## src/design/rrhq_pkg.sv

```systemverilog
package rrhq_pkg;

  localparam int QUEUE_DEPTH = 16;
  localparam int IDX_W = $clog2(QUEUE_DEPTH);
  localparam int CNT_W = $clog2(QUEUE_DEPTH + 1);

  localparam logic [1:0] OP_INSERT = 2'd0;
  localparam logic [1:0] OP_CHECK  = 2'd1;
  localparam logic [1:0] OP_REMOVE = 2'd2;

  localparam logic [1:0] KIND_OTHER = 2'd0;
  localparam logic [1:0] KIND_READ  = 2'd1;
  localparam logic [1:0] KIND_WRITE = 2'd2;

  typedef struct packed {
    logic [1:0]  opcode;
    logic [7:0]  job_tag;
    logic [1:0]  req_kind;
    logic [31:0] handle_id;
    logic [31:0] handle_tag;
    logic        text_mode;
    logic        append_mode;
    logic [63:0] offset;
    logic [31:0] length;
  } req_t;

  typedef struct packed {
    logic may_proceed;
    logic job_found;
    logic queue_full;
  } rsp_t;

  // stored request body
  typedef struct packed {
    logic [7:0]  job;
    logic [1:0]  kind;
    logic [31:0] handle_id;
    logic [31:0] handle_tag;
    logic [1:0]  flags;
    logic [63:0] offset;
    logic [31:0] length;
  } entry_t;

  // control broadcast to every cell
  typedef struct packed {
    logic        load;      // write new entry at tail
    logic        shift;     // compact from sel upwards
    logic [IDX_W-1:0] sel;  // tail on insert, hit slot on remove
    logic [IDX_W-1:0] last; // slot that goes invalid on remove
  } cell_ctl_t;

endpackage

```

## src/design/rrhq_cell.sv

```systemverilog
module rrhq_cell (
  input  logic                    clk_i,
  input  logic                    rst_ni,
  input  logic [rrhq_pkg::IDX_W-1:0] slot_i,
  input  rrhq_pkg::cell_ctl_t     ctl_i,
  input  rrhq_pkg::entry_t        new_i,
  input  rrhq_pkg::entry_t        next_i,
  input  logic                    next_vld_i,
  input  rrhq_pkg::entry_t        qry_i,
  input  logic                    enable_i,
  output rrhq_pkg::entry_t        ent_o,
  output logic                    vld_o,
  output logic                    block_o
);
  import rrhq_pkg::*;

  entry_t ent_q;
  logic   vld_q;
  logic   rw_a, rw_b, same_h, both_rd, ovl;
  logic [63:0] end_a, end_b;

  // hold, load from the port, or take the neighbour above
  always_ff @(posedge clk_i) begin
    if (ctl_i.load && slot_i == ctl_i.sel) begin
      ent_q <= new_i;
    end else if (ctl_i.shift && slot_i >= ctl_i.sel && next_vld_i) begin
      ent_q <= next_i;
    end
  end

  always_ff @(posedge clk_i or negedge rst_ni) begin
    if (!rst_ni) begin
      vld_q <= 1'b0;
    end else if (ctl_i.load && slot_i == ctl_i.sel) begin
      vld_q <= 1'b1;
    end else if (ctl_i.shift && slot_i == ctl_i.last) begin
      vld_q <= 1'b0;
    end
  end

  // pairwise reorder test against the queried entry
  always_comb begin
    rw_a    = (qry_i.kind == KIND_READ) || (qry_i.kind == KIND_WRITE);
    rw_b    = (ent_q.kind == KIND_READ) || (ent_q.kind == KIND_WRITE);
    same_h  = (qry_i.handle_id == ent_q.handle_id) &&
              (qry_i.handle_tag == ent_q.handle_tag);
    both_rd = (qry_i.kind == KIND_READ) && (ent_q.kind == KIND_READ);
    end_a   = qry_i.offset + {32'd0, qry_i.length} - 64'd1;
    end_b   = ent_q.offset + {32'd0, ent_q.length} - 64'd1;
    ovl     = (qry_i.length != 32'd0) && (ent_q.length != 32'd0) &&
              (((end_a >= ent_q.offset) && (end_a <= end_b)) ||
               ((end_b >= qry_i.offset) && (end_b <= end_a)));
    if (!enable_i || !rw_a || !rw_b) begin
      block_o = 1'b1;
    end else if (!same_h) begin
      block_o = 1'b0;
    end else begin
      block_o = both_rd || (qry_i.flags != 2'd0) || ovl;
    end
  end

  assign ent_o = ent_q;
  assign vld_o = vld_q;

endmodule

```

## config.mk

```make
export PLATFORM = sky130hd
export DESIGN_NAME = rrhq_cell
export DESIGN_NICKNAME = d
export VERILOG_FILES = /design/src/design/rrhq_pkg.sv /design/src/design/rrhq_cell.sv
export SDC_FILE = /design/constraint.sdc
export NUM_CORES = 1
export LEC_CHECK = 0
export ABC_AREA = 1
export BUFFER_PORTS_ARGS = -buffer_cell sky130_fd_sc_hd__buf_4
export CORE_UTILIZATION = 30
export DETAILED_ROUTE_END_ITERATION = 8
export PLACE_DENSITY = 0.52
export SLEW_MARGIN = 10
export SYNTH_ARGS = -nofsm -noshare
export SYNTH_HDL_FRONTEND = slang
export SYNTH_SLANG_ARGS = --single-unit
```

## constraint.sdc

```tcl
create_clock -name clk_i -period 6.5 [get_ports clk_i]
set_clock_uncertainty 0.15 [all_clocks]
set_input_delay 0.325 -clock clk_i [delete_from_list [all_inputs] [get_ports clk_i]]
set_output_delay 0.325 -clock clk_i [all_outputs]
set_load 0.02 [all_outputs]
```

======== Word-level counts from Yosys, hierarchy flattened ========
Index checks and enable logic that the tools add are counted.
Widths: inputs -> output; s select.
cells by class
  add/subtract/negate cells ............... 4
  order comparisons ....................... 5
  eq/ne operators ......................... 8
  mux-type cells .......................... 6
  reduce and logical (&&, ||, !) cells .... 25
operators by type and width
  cell                   count
  $mux 172               2
  $add 64x32->64         2
  $ge 64x64->1           2
  $le 64x64->1           2
  $sub 64x1->64 const B  2
  $eq 32x32->1           2
  $reduce_bool 32->1     2
  $logic_and 1x1->1      10
  $eq 4x4->1             2
  $logic_or 1x1->1       7
  $reduce_bool 2->1      3
  $eq 2x1->1 const B     2
  $eq 2x2->1 const B     2
  $ge 4x4->1             1
  $mux 1                 4
  $logic_not 1->1        3
word-level totals
  register bits ........................... 173
  input bits .............................. 534
  output and inout port bits .............. 174
  word-level logic and storage cells ...... 56

======== Logic depth before layout (Yosys ltp) ========
Gate-level depths: netlist of the first run.
  depth after elaboration ................. 9
  mapped depth ............................ 40
  depth with buffers taken out ............ 40

======== Worst setup path after synthesis of the first run ========
OpenSTA, ideal clock, no wires.
  path kind ............................... input to register
  start point ............................. input ctl_i[7] (netlist name)
  end point ............................... register ent_q, in the netlist ent_o[0], enable pin
  setup time .............................. 0.942 ns
  arrival time ............................ 12.880 ns
  data required time ...................... 5.408 ns
  setup slack ............................. -7.471 ns
  stages on the path ...................... 6
  path buffers ............................ 0
  path through ............................ inv_1 ha_1 nand2_1 nor2_1 a2111oi_0 o21ai_0
on the way
  longest elaborated chain between the ends .. 4
  elaborated cells on any way between the ends .. 6
  classes of those cells .................. order compare (1); eq/ne (1); reduce/logical (4)
ends and longest elaborated chain
  element                                 line             text
  start, declared                         rrhq_cell.sv:5   input rrhq_pkg::cell_ctl_t ctl_i,
  $ge 4x4->1                              rrhq_cell.sv:26  end else if (ctl_i.shift && slot_i >= ctl_i.sel && next_vld_i) begin
  $logic_and 1x1->1 (2 in a row)          rrhq_cell.sv:26
  $reduce_bool 2->1 (no source line) (*)  n/a
  end signal, assigned                    rrhq_cell.sv:25  ent_q <= new_i;
  end signal, assigned                    rrhq_cell.sv:27  ent_q <= next_i;
  end, declared                           rrhq_cell.sv:17  entry_t ent_q;
Mark *: on every way between the ends. The rest lies on a longest branch, timed or not.
A chain may end at the register's enable or synchronous reset.

======== Worst setup path after layout of the first run ========
  start point ............................. register ent_q, in the netlist ent_o[0]
  end point ............................... output block_o
on the way
  longest elaborated chain between the ends .. 9
  elaborated cells on any way between the ends .. 14
  classes of those cells .................. add/sub (2); order compare (3); mux (2); reduce/logical (7)
ends and longest elaborated chain
  element                                     line                              text
  $add 64x32->64                              rrhq_cell.sv:49                   end_b = ent_q.offset + {32'd0, ent_q.length} - 64'd1;
  $sub 64x1->64                               rrhq_cell.sv:49
  $le 64x64->1, or another cell as far along  rrhq_cell.sv:51                   (((end_a >= ent_q.offset) && (end_a <= end_b)) ||
  $logic_and 1x1->1 (on tied branches)        rrhq_cell.sv:51, rrhq_cell.sv:52
  $logic_or 1x1->1                            rrhq_cell.sv:51
  $logic_and 1x1->1 (*)                       rrhq_cell.sv:50                   ovl = (qry_i.length != 32'd0) && (ent_q.length != 32'd0) &&
  $logic_or 1x1->1 (*)                        rrhq_cell.sv:58                   block_o = both_rd || (qry_i.flags != 2'd0) || ovl;
  $mux 1 (*)                                  rrhq_cell.sv:55                   end else if (!same_h) begin
  $mux 1 (*)                                  rrhq_cell.sv:53                   if (!enable_i || !rw_a || !rw_b) begin
  end, declared                               rrhq_cell.sv:13                   output logic block_o
Marked as above.

==> results.py, run 1 <==
metrics = {
    "timing": {
        "final.min_clock_period_ns": 6.20,
        "setup_viol": 0,
        "timing.fmax_mhz": 161,
        "grt_setup_unrepaired": "true",
        "finalMaxSlewViolations": 0,
        "period_share": 0.954,
        "worstMarginPinSlew_ns": 0.977,
        "slew_headroom": 0.349,
        "hold_violations": 0,
    },
    "clock_network": {
        "cts-root-buf": "clkbuf_16",
        "clk_path_buf_depth": 2,
        "cts_tree": "built",
        "clk_pin_slew_ns": 0.08,
        "clk_latency_ns": 0.47,
        "numCtsBuffers": 17,
        "cts_sinks": 173,
        "htree_levels": 4,
    },
    "synth": {
        "synth_top_family_by_area": "adder cells",
        "ys_seq_elements": 173,
        "muxShareOfSynthArea": 0.0840,
        "synth_edf_count": 172,
        "synthXorXnorAreaFrac": 0.0611,
        "synth_most_common_cell": "inv_1",
        "synthCells": 3018,
        "synthSimpleGateAreaFrac": 0.185,
        "synth_common_cells": "inv_1, nand2_1, ha_1",
        "synth_warnings": 0,
        "ys_async_sr_fraction": 0.00578,
        "syn_nets": 3932,
        "synthAdderAreaFrac": 0.207,
        "synthTopCellsByArea": "edfxtp_1, ha_1, inv_1",
        "yosys.area.top_type_share": 0.224,
        "synth.avg_cell_area_um2": 7.64,
        "synth.largest_area_cell": "edfxtp_1",
        "synth_compound_area_frac": 0.119,
        "ys.flop_type": "edfxtp_1",
        "netlist-cell-type-count": 64,
        "netlist_area_mm2": 0.0231,
        "synth-seq-area-share": 0.225,
    },
    "worst_setup_path": {
        "startpoint_type": "flop",
        "crit_path_max_fanout": 3,
        "r2r-end": "vld_o",
        "reg2regPathDepth": 2,
        "slowest_stage": "edfxtp_1",
        "worstSetupEndpointType": "output port",
        "reg2reg_slack_ns": 5.68,
        "cp.arrival_ns": 5.72,
        "crit_top_cell": "nand2_2",
        "cpPeakStageDelay_ns": 0.42,
        "cp_data_required_time_ns": 6.02,
        "path_class": "flop to output port",
        "r2r_start": "vld_o",
    },
    "cells_and_area": {
        "fin_util": 0.430,
        "area_growth_pct": 41.8,
        "drive_gt1_frac": 0.296,
        "fin_nets": 4865,
    },
    "detailed_routing": {
        "vias": 23936,
        "first_pass_iters": 5,
        "drc": 0,
        "viasPerCell": 4.77,
        "ant_nets": 0,
        "wirelength_um": 106000,
        "avgRoutedWirePerCell_um": 21.2,
        "drtIter0Drc": 1705,
    },
    "place": {
        "port_buffers": 699,
        "place_congestion": 0.933,
        "dpl.hpwl_um": 93800,
    },
    "grt": {
        "track_usage": 0.266,
        "grt_max_degree": 161,
        "grt_pass1_vias": 23225,
        "grt_pass1_wl_um": 149000,
        "grt-ovfl-total": 0,
        "antenna_found_initial": 47,
    },
    "die": {
        "num_rows": 101,
        "start_util": 0.304,
        "dieHeight_um": 279,
        "fp.coreArea_mm2": 0.0759,
        "num_io_pins": 708,
        "die_x_um": 279,
        "die_area_mm2": 0.0780,
    },
    "power_and_ir_drop": {
        "ir_drop_v": 0.000198,
        "powerDensity_mw_per_mm2": 221,
        "p_total_w": 0.00723,
        "power.leakage_nw": 16.7,
    },
    "run": {
        "drv_cap": 0,
    },
    "min_path": {
        "hold_class": "input pin to flop",
        "worstHoldStart": "new_i[166]",
        "hold_end": "ent_o[166]",
        "min_path_cells": 2,
    },
    "status": {
        "status": "complete, no violations",
    },
}
==> stage by stage <==
step           std cells  worst slack (ns)  hold WS (ns)  instance area (um2)  TNS (ns)
2_1_floorplan       3018             0.487        -0.121                23100         0
3_3_place_gp        4780             0.206       -0.0484                30000         0
3_5_place_dp        4780             0.207       -0.0482                30000         0
4_1_cts             4963          0.000686      0.000631                32100         0
5_1_grt             5003           -0.0667       0.00565                32600   -0.0667
6_report            5022             0.301        0.0210                32700         0
==> critical path, delay by kind of cell, from the launching register on <==
kind | cells | cell delay (ns)
buffers and inverters | 7 | 0.71
AOI/OAI and AO/OA | 11 | 1.53
xor gates and xnor gates | 1 | 0.31
adders and majority gates | 4 | 1.00
and+or+nand+nor | 13 | 1.27
DFF | 1 | 0.42
==> flip-flops by register name, summed over array words and instances, names as in the netlist <==
register  cells
ent_o       172
vld_o         1
==> timing repair <==
action                     in CTS  in global routing
hold buffers                  146                  0
buffers inserted                5                 31
pin swaps                       7                 40
hold endpoints to repair       87                  0
setup endpoints to repair       1                  1
gates resized for setup        17                 68
==> layout make-up <==
class                   instances  area (um2)
multi-input cells            2115       15500
repair buffers                934        7410
diodes                         28        70.1
clock buffers                  18         429
well taps                    1030        1290
flip-flops and latches        173        5190
clock inverters                14         160
inverters                     710        2670
fillers                      7906       43300
==> power by group <==
group,internal (W),total [W],switching [W]
combinational,0.00189,0.00465,0.00276
sequential,0.00137,0.00149,0.000124
clock,0.000574,0.00109,0.000514
==> layer usage <==
metal,vias up,share of wire,global-route usage
met5,-,0.0014,0
met4,24,0.034,0.0924
met3,146,0.091,0.0615
met2,848,0.43,0.404
met1,10991,0.45,0.365
li1,11927,-,-
==> cells in the final DEF, fill, tap and decap left out, types with 10 or more instances in the layout <==
| cell | instances |
|---|---|
| a211oi_1 | 13 |
| a21o_1 | 20 |
| a21oi_1 | 184 |
| a21oi_2 | 15 |
| a31oi_1 | 32 |
| buf_4 | 785 |
| clkbuf_16 | 17 |
| diode_2 | 28 |
| dlygate4sd3_1 | 146 |
| edfxtp_1 | 172 |
| ha_1 | 369 |
| inv_1 | 692 |
| inv_2 | 18 |
| mux2_2 | 172 |
| nand2_1 | 525 |
| nand2_2 | 37 |
| nand3_1 | 75 |
| nand3_2 | 14 |
| nand4_1 | 63 |
| nor2_1 | 166 |
| nor2_2 | 12 |
| nor3_1 | 22 |
| nor4_1 | 22 |
| o2111ai_1 | 11 |
| o211ai_1 | 10 |
| o21ai_0 | 55 |
| o21bai_1 | 13 |
| o221ai_1 | 10 |
| or2_2 | 17 |
| xnor2_1 | 83 |
| xor2_1 | 74 |
==> worst max-delay path by stage <==
stage / startpoint / endpoint / cells past startpoint / slack (ns)
final: ent_o[0] / block_o / 36 / 0.30
after CTS: ent_o[33] / block_o / 38 / 0.0007
after global routing: ent_o[0] / block_o / 40 / -0.07
after floorplan: ctl_i[7] / ent_o[0] / 6 / 0.49
after detailed placement: ent_o[1] / block_o / 39 / 0.21
after global placement: qry_i[1] / block_o / 41 / 0.21
==> kinds of logic after synthesis <==
family,count (synthesis)
compound gates,431
flops,173
xor+xnor,160
mux,172
buf+inv,730
fa+ha+maj,380
simple gates,972
No activity file was read; power rests on OpenSTA's default activity.
==> inputs of run 2 (changes only) <==
==> constraint.sdc (replaced) <==
create_clock -name clk_i -period 6.5 [get_ports clk_i]
set_clock_uncertainty 0.15 [all_clocks]
set_input_delay 0.65 -clock clk_i [delete_from_list [all_inputs] [get_ports clk_i]]
set_output_delay 0.65 -clock clk_i [all_outputs]
set_load 0.02 [all_outputs]
==> run 2 against run 1 <==
  * Clock power increased by 5%
  * Sequential power about the same
  * Final cell count increased by 2.2%
  * Maximum frequency decreased by 4.0%
  * Via count increased by 1.0%
  * Wire length increased by 0.43%
==> results.py, run 2 (synthesis results as in run 1) <==
metrics = {
    "cells_and_area": {
        "multiInputGateArea_mm2": 0.0157,
        "largest_reg_flops": 172,
        "final_cell_area_mm2": 0.0334,
        "final_cell_mix": "buf_4, inv_1, nand2_1",
        "n_fill_cell": 7869,
        "drive_gt1_frac": 0.357,
        "regArea_mm2": 0.00519,
        "fin_nets": 4978,
        "area_growth_pct": 44.9,
        "fin_util": 0.440,
        "final_common_cell": "buf_4",
    },
    "grt": {
        "track_usage": 0.268,
        "grt-ovfl-total": 0,
        "grt_max_degree": 125,
        "antenna_found_initial": 49,
        "grt_pass1_vias": 23651,
        "grt_pass1_wl_um": 150000,
    },
    "clock_network": {
        "cts_tree": "built",
        "htree_levels": 4,
        "numCtsBuffers": 17,
        "cts-root-buf": "clkbuf_16",
        "clk_latency_ns": 0.47,
        "clk_pin_slew_ns": 0.09,
        "clk_path_buf_depth": 2,
        "cts_sinks": 173,
    },
    "worst_setup_path": {
        "path_buf_inv": 6,
        "reg2reg_slack_ns": 5.68,
        "cp_data_required_time_ns": 5.70,
        "slowest_stage": "edfxtp_1",
        "crit_path_max_fanout": 3,
        "r2r_start": "vld_o",
        "cp-startpoint": "ent_o[2]",
        "reg2regPathDepth": 2,
        "cp.arrival_ns": 5.66,
        "startpoint_type": "flop",
        "path_depth": 37,
        "path_delay_family": "simple AND/OR/NAND/NOR gates",
        "r2r-end": "vld_o",
        "cpPeakStageDelay_ns": 0.43,
        "crit_top_cell": "nand2_2",
        "path_class": "flop to output port",
        "worstSetupEndpointType": "output port",
    },
    "detailed_routing": {
        "avgRoutedWirePerCell_um": 20.8,
        "ant_nets": 0,
        "drc": 0,
        "wirelength_um": 107000,
        "first_pass_iters": 6,
        "viasPerCell": 4.71,
        "vias": 24181,
        "drtIter0Drc": 1858,
    },
    "power_and_ir_drop": {
        "power.leakage_nw": 17.4,
        "powerDensity_mw_per_mm2": 229,
        "ir_drop_v": 0.000203,
        "switching_share": 0.459,
        "seq_power_share": 0.193,
        "p_int_w": 0.00414,
        "p_total_w": 0.00766,
        "p_clk_frac": 0.148,
        "p_comb_frac": 0.658,
        "power_switching_w": 0.00352,
    },
    "timing": {
        "grt_setup_unrepaired": "true",
        "slew_headroom": 0.455,
        "setup_viol": 0,
        "worstMarginPinSlew_ns": 0.797,
        "finalMaxSlewViolations": 0,
        "final.min_clock_period_ns": 6.46,
        "period_share": 0.993,
        "whs_ns": 0.316,
        "setup_tns_ns": 0,
        "hold_violations": 0,
        "timing.fmax_mhz": 155,
    },
    "status": {
        "status": "complete, no violations",
    },
    "min_path": {
        "hold_end": "ent_o[141]",
        "min_path_cells": 2,
        "hold_class": "input pin to flop",
        "worstHoldStart": "new_i[141]",
    },
    "place": {
        "dpl_cell_area_mm2": 0.0319,
        "place_congestion": 0.964,
        "port_buffers": 699,
        "dpl.hpwl_um": 95900,
    },
    "die": {
        "die_area_mm2": 0.0780,
        "start_util": 0.304,
        "dieHeight_um": 279,
        "fp.coreArea_mm2": 0.0759,
        "die_x_um": 279,
        "num_rows": 101,
        "num_io_pins": 708,
    },
    "run": {
        "drv_cap": 0,
    },
}
## run 2: changes by cell type in the layout (fill, tap and decap cells not counted), moves of 3 or more
cell	before	now
ha_4	6	9
a21oi_1	184	181
nand3_1	75	69
buf_4	785	1042
inv_8	0	5
dlygate4sd3_1	146	1
o21bai_4	1	4
nand3_2	14	19
## run 2: what timing repair did
action                                  in CTS  in global routing
hold endpoints to repair                     1                  0
endpoints found under the setup margin       1                  1
pin swaps                                   36                 40
buffers inserted                            22                 14
hold buffers                                 1                  0
resized for setup                           49                 70
## run 2: area by class of cell
| cell class | count | area share |
|---|---|---|
| multi-input combinational | 2115 | 0.469 |
| timing repair buffer | 1047 | 0.236 |
| sequential | 173 | 0.155 |
| inverter | 710 | 0.0798 |
| tap | 1030 | 0.0386 |
| clock buffer | 17 | 0.0127 |
| clock inverter | 15 | 0.00577 |
| antenna | 27 | 0.00202 |
## run 2: worst max-delay path by stage
| stage | slack (ns) | end |
|---|---|---|
| 2_1_floorplan | 0.16 | ent_o[0] |
| 3_3_place_gp | -0.32 | block_o |
| 3_5_place_dp | -0.35 | block_o |
| 4_1_cts | -0.05 | block_o |
| 5_1_grt | -0.24 | block_o |
| 6_report | 0.04 | block_o |
## run 2: power by group through the flow
stage	registers (W)	logic (W)	clock network, W
2_1_floorplan	0.00160	0.00266	0
3_3_place_gp	0.00151	0.00471	0
3_5_place_dp	0.00151	0.00474	0
4_1_cts	0.00148	0.00491	0.00116
5_1_grt	0.00149	0.00560	0.00119
6_report	0.00148	0.00504	0.00114
## run 2: through the flow
| step | worst slack [ns] | std cells |
|---|---|---|
| floorplan | 0.162 | 3018 |
| global placement | -0.317 | 5039 |
| detailed placement | -0.348 | 5039 |
| CTS | -0.0532 | 5093 |
| global route | -0.244 | 5119 |
| finish | 0.0442 | 5134 |
## run 2: routing by layer
| metal | up-vias | share of wire | global-route usage |
|---|---|---|---|
| met5 | - | 0.0013 | 0 |
| met1 | 11070 | 0.45 | 0.369 |
| li1 | 12138 | - | - |
| met4 | 22 | 0.034 | 0.113 |
| met2 | 812 | 0.43 | 0.399 |
| met3 | 139 | 0.088 | 0.0582 |
## run 2: worst register-to-register path: stages (launching register included)
cell,delay [ns]
dfrtp_1,0.41
nand2_1,0.07
nand2_1,0.05
==> inputs of run 3 (changes only) <==
- RECOVER_POWER: default -> 25
==> run 3 against run 2 <==
  * The run now ends with capacitance limit, slew limit left
  * Power down 0.82%
  * Sequential power about the same
  * Sequential cell count did not move
  * Non-clock buffer count is the same
  * Critical path depth is 1 higher
  * Register-to-register slack got worse by 0.05 ns
  * Sequential share of layout area increased by 0.23 points
  * Global-route usage stayed put
  * Via count hardly changed
  * Wire length down 0.11%
  * Worst setup slack improved by 0.013 ns
  * Die area is the same
==> results.py, run 3 (synthesis results as in run 1) <==
metrics = {
    "timing": {
        "worstMarginPinSlew_ns": 2.23,
        "grt_setup_unrepaired": "true",
        "timing.fmax_mhz": 155,
        "finalMaxSlewViolations": 51,
        "slew_headroom": -0.491,
        "period_share": 0.991,
        "final.min_clock_period_ns": 6.44,
        "hold_violations": 0,
        "setup_viol": 0,
    },
    "status": {
        "status": "finished, violations left",
        "failed_checks": "capacitance limit, slew limit",
    },
    "worst_setup_path": {
        "reg2reg_slack_ns": 5.63,
        "path_class": "flop to output port",
        "cpPeakStageDelay_ns": 0.41,
        "cp.arrival_ns": 5.64,
        "crit_path_max_fanout": 3,
        "startpoint_type": "flop",
        "worstSetupEndpointType": "output port",
        "path_depth": 38,
        "path_buf_inv": 7,
        "slowest_stage": "edfxtp_1",
        "path_delay_family": "simple AND/OR/NAND/NOR gates",
        "crit_top_cell": "nand2_1",
        "reg2regPathDepth": 2,
        "r2r_start": "vld_o",
        "cp_data_required_time_ns": 5.70,
        "r2r-end": "vld_o",
    },
    "cells_and_area": {
        "largest_reg_flops": 172,
        "fin_nets": 4978,
        "area_growth_pct": 42.8,
        "n_fill_cell": 7983,
        "final_cell_mix": "buf_4, inv_1, nand2_1",
        "instances_no_fill": 5132,
        "drive_gt1_frac": 0.326,
        "final_common_cell": "buf_4",
    },
    "detailed_routing": {
        "routedLengthMet1_um": 48500,
        "viasPerCell": 4.72,
        "drtIter0Drc": 1882,
        "drc": 0,
        "wl_met3_um": 9040,
        "wirelength_um": 107000,
        "ant_nets": 0,
        "wl_met2_um": 45700,
        "topRoutingLayerUsed": "met5",
        "vias": 24204,
        "first_pass_iters": 8,
        "avgRoutedWirePerCell_um": 20.8,
    },
    "power_and_ir_drop": {
        "power.leakage_nw": 16.9,
        "ir_drop_v": 0.000202,
        "p_int_w": 0.00408,
        "powerDensity_mw_per_mm2": 231,
        "switching_share": 0.463,
        "seq_power_share": 0.195,
        "p_comb_frac": 0.656,
        "p_clk_frac": 0.149,
        "p_total_w": 0.00759,
        "power_switching_w": 0.00351,
    },
    "run": {
        "drv_cap": 1,
    },
    "clock_network": {
        "cts-root-buf": "clkbuf_16",
        "htree_levels": 4,
        "clk_pin_slew_ns": 0.09,
        "numCtsBuffers": 17,
        "cts_sinks": 173,
        "clk_latency_ns": 0.47,
        "clk_path_buf_depth": 2,
        "cts_tree": "built",
    },
    "die": {
        "num_io_pins": 708,
        "fp.coreArea_mm2": 0.0759,
        "num_rows": 101,
        "die_x_um": 279,
        "start_util": 0.304,
        "die_area_mm2": 0.0780,
        "dieHeight_um": 279,
    },
    "grt": {
        "grt-ovfl-total": 0,
        "grt_max_degree": 125,
        "antenna_found_initial": 49,
        "grt_pass1_vias": 23651,
        "grt_pass1_wl_um": 150000,
        "track_usage": 0.268,
    },
    "min_path": {
        "min_path_cells": 2,
        "worstHoldStart": "new_i[135]",
        "hold_class": "input pin to flop",
        "hold_end": "ent_o[135]",
    },
    "place": {
        "port_buffers": 699,
        "dpl.hpwl_um": 95900,
        "place_congestion": 0.964,
        "placed_cells": 5039,
    },
}
[run 3: worst max-delay path by stage]
stage	end	start	slack (ns)
after floorplan	ent_o[0]	ctl_i[7]	0.16
after global placement	block_o	qry_i[1]	-0.32
after detailed placement	block_o	qry_i[1]	-0.35
after CTS	block_o	ent_o[32]	-0.05
after global routing	block_o	ent_o[3]	-0.24
final	block_o	ent_o[3]	0.06
[run 3: worst register-to-register path: cells and delay by family (launching register included)]
family	cells	cell delay [ns]
AND/OR/NAND/NOR	2	0.12
flip-flops	1	0.41
[run 3: per-stage QoR]
| step | setup TNS (ns) | util | setup WS, ns | hold WS, ns | cell area (um2) |
|---|---|---|---|---|---|
| after CTS | -0.0532 | 0.433 | -0.0532 | 0.288 | 32900 |
| after global routing | -0.244 | 0.433 | -0.244 | 0.297 | 32900 |
| after global placement | -0.317 | 0.420 | -0.317 | 0.277 | 31900 |
| after floorplan | 0 | - | 0.162 | 0.204 | 23100 |
| after detailed placement | -0.348 | 0.420 | -0.348 | 0.278 | 31900 |
| final | 0 | 0.434 | 0.0574 | 0.319 | 32900 |
[run 3: area by class of cell]
class | instances | area (um2) | area share
antenna | 25 | 62.6 | 0.00190
clock buffer | 17 | 425 | 0.0129
clock inverter | 15 | 193 | 0.00585
inverter | 710 | 2670 | 0.0810
multi-input combinational | 2115 | 15700 | 0.476
sequential | 173 | 5190 | 0.158
tap | 1030 | 1290 | 0.0391
timing repair buffer | 1047 | 7420 | 0.225
[run 3: power by group through the flow]
| stage | logic [W] | clock network, W | registers [W] |
|---|---|---|---|
| after floorplan | 0.00266 | 0 | 0.00160 |
| after global placement | 0.00471 | 0 | 0.00151 |
| after detailed placement | 0.00474 | 0 | 0.00151 |
| after CTS | 0.00491 | 0.00116 | 0.00148 |
| after global routing | 0.00554 | 0.00119 | 0.00149 |
| final | 0.00498 | 0.00113 | 0.00148 |
[run 3: what timing repair did]
item | CTS | global route
setup buffers | 22 | 14
resized for setup | 49 | 70
hold buffers | 1 | 0
hold endpoints to repair | 1 | 0
pin swaps | 36 | 40
endpoints found under the setup margin | 1 | 1
[run 3: layer usage]
metal,vias up,global-route usage
met2,830,0.399
met3,135,0.0582
met4,22,0.113
met1,11080,0.369
met5,-,0
li1,12137,-
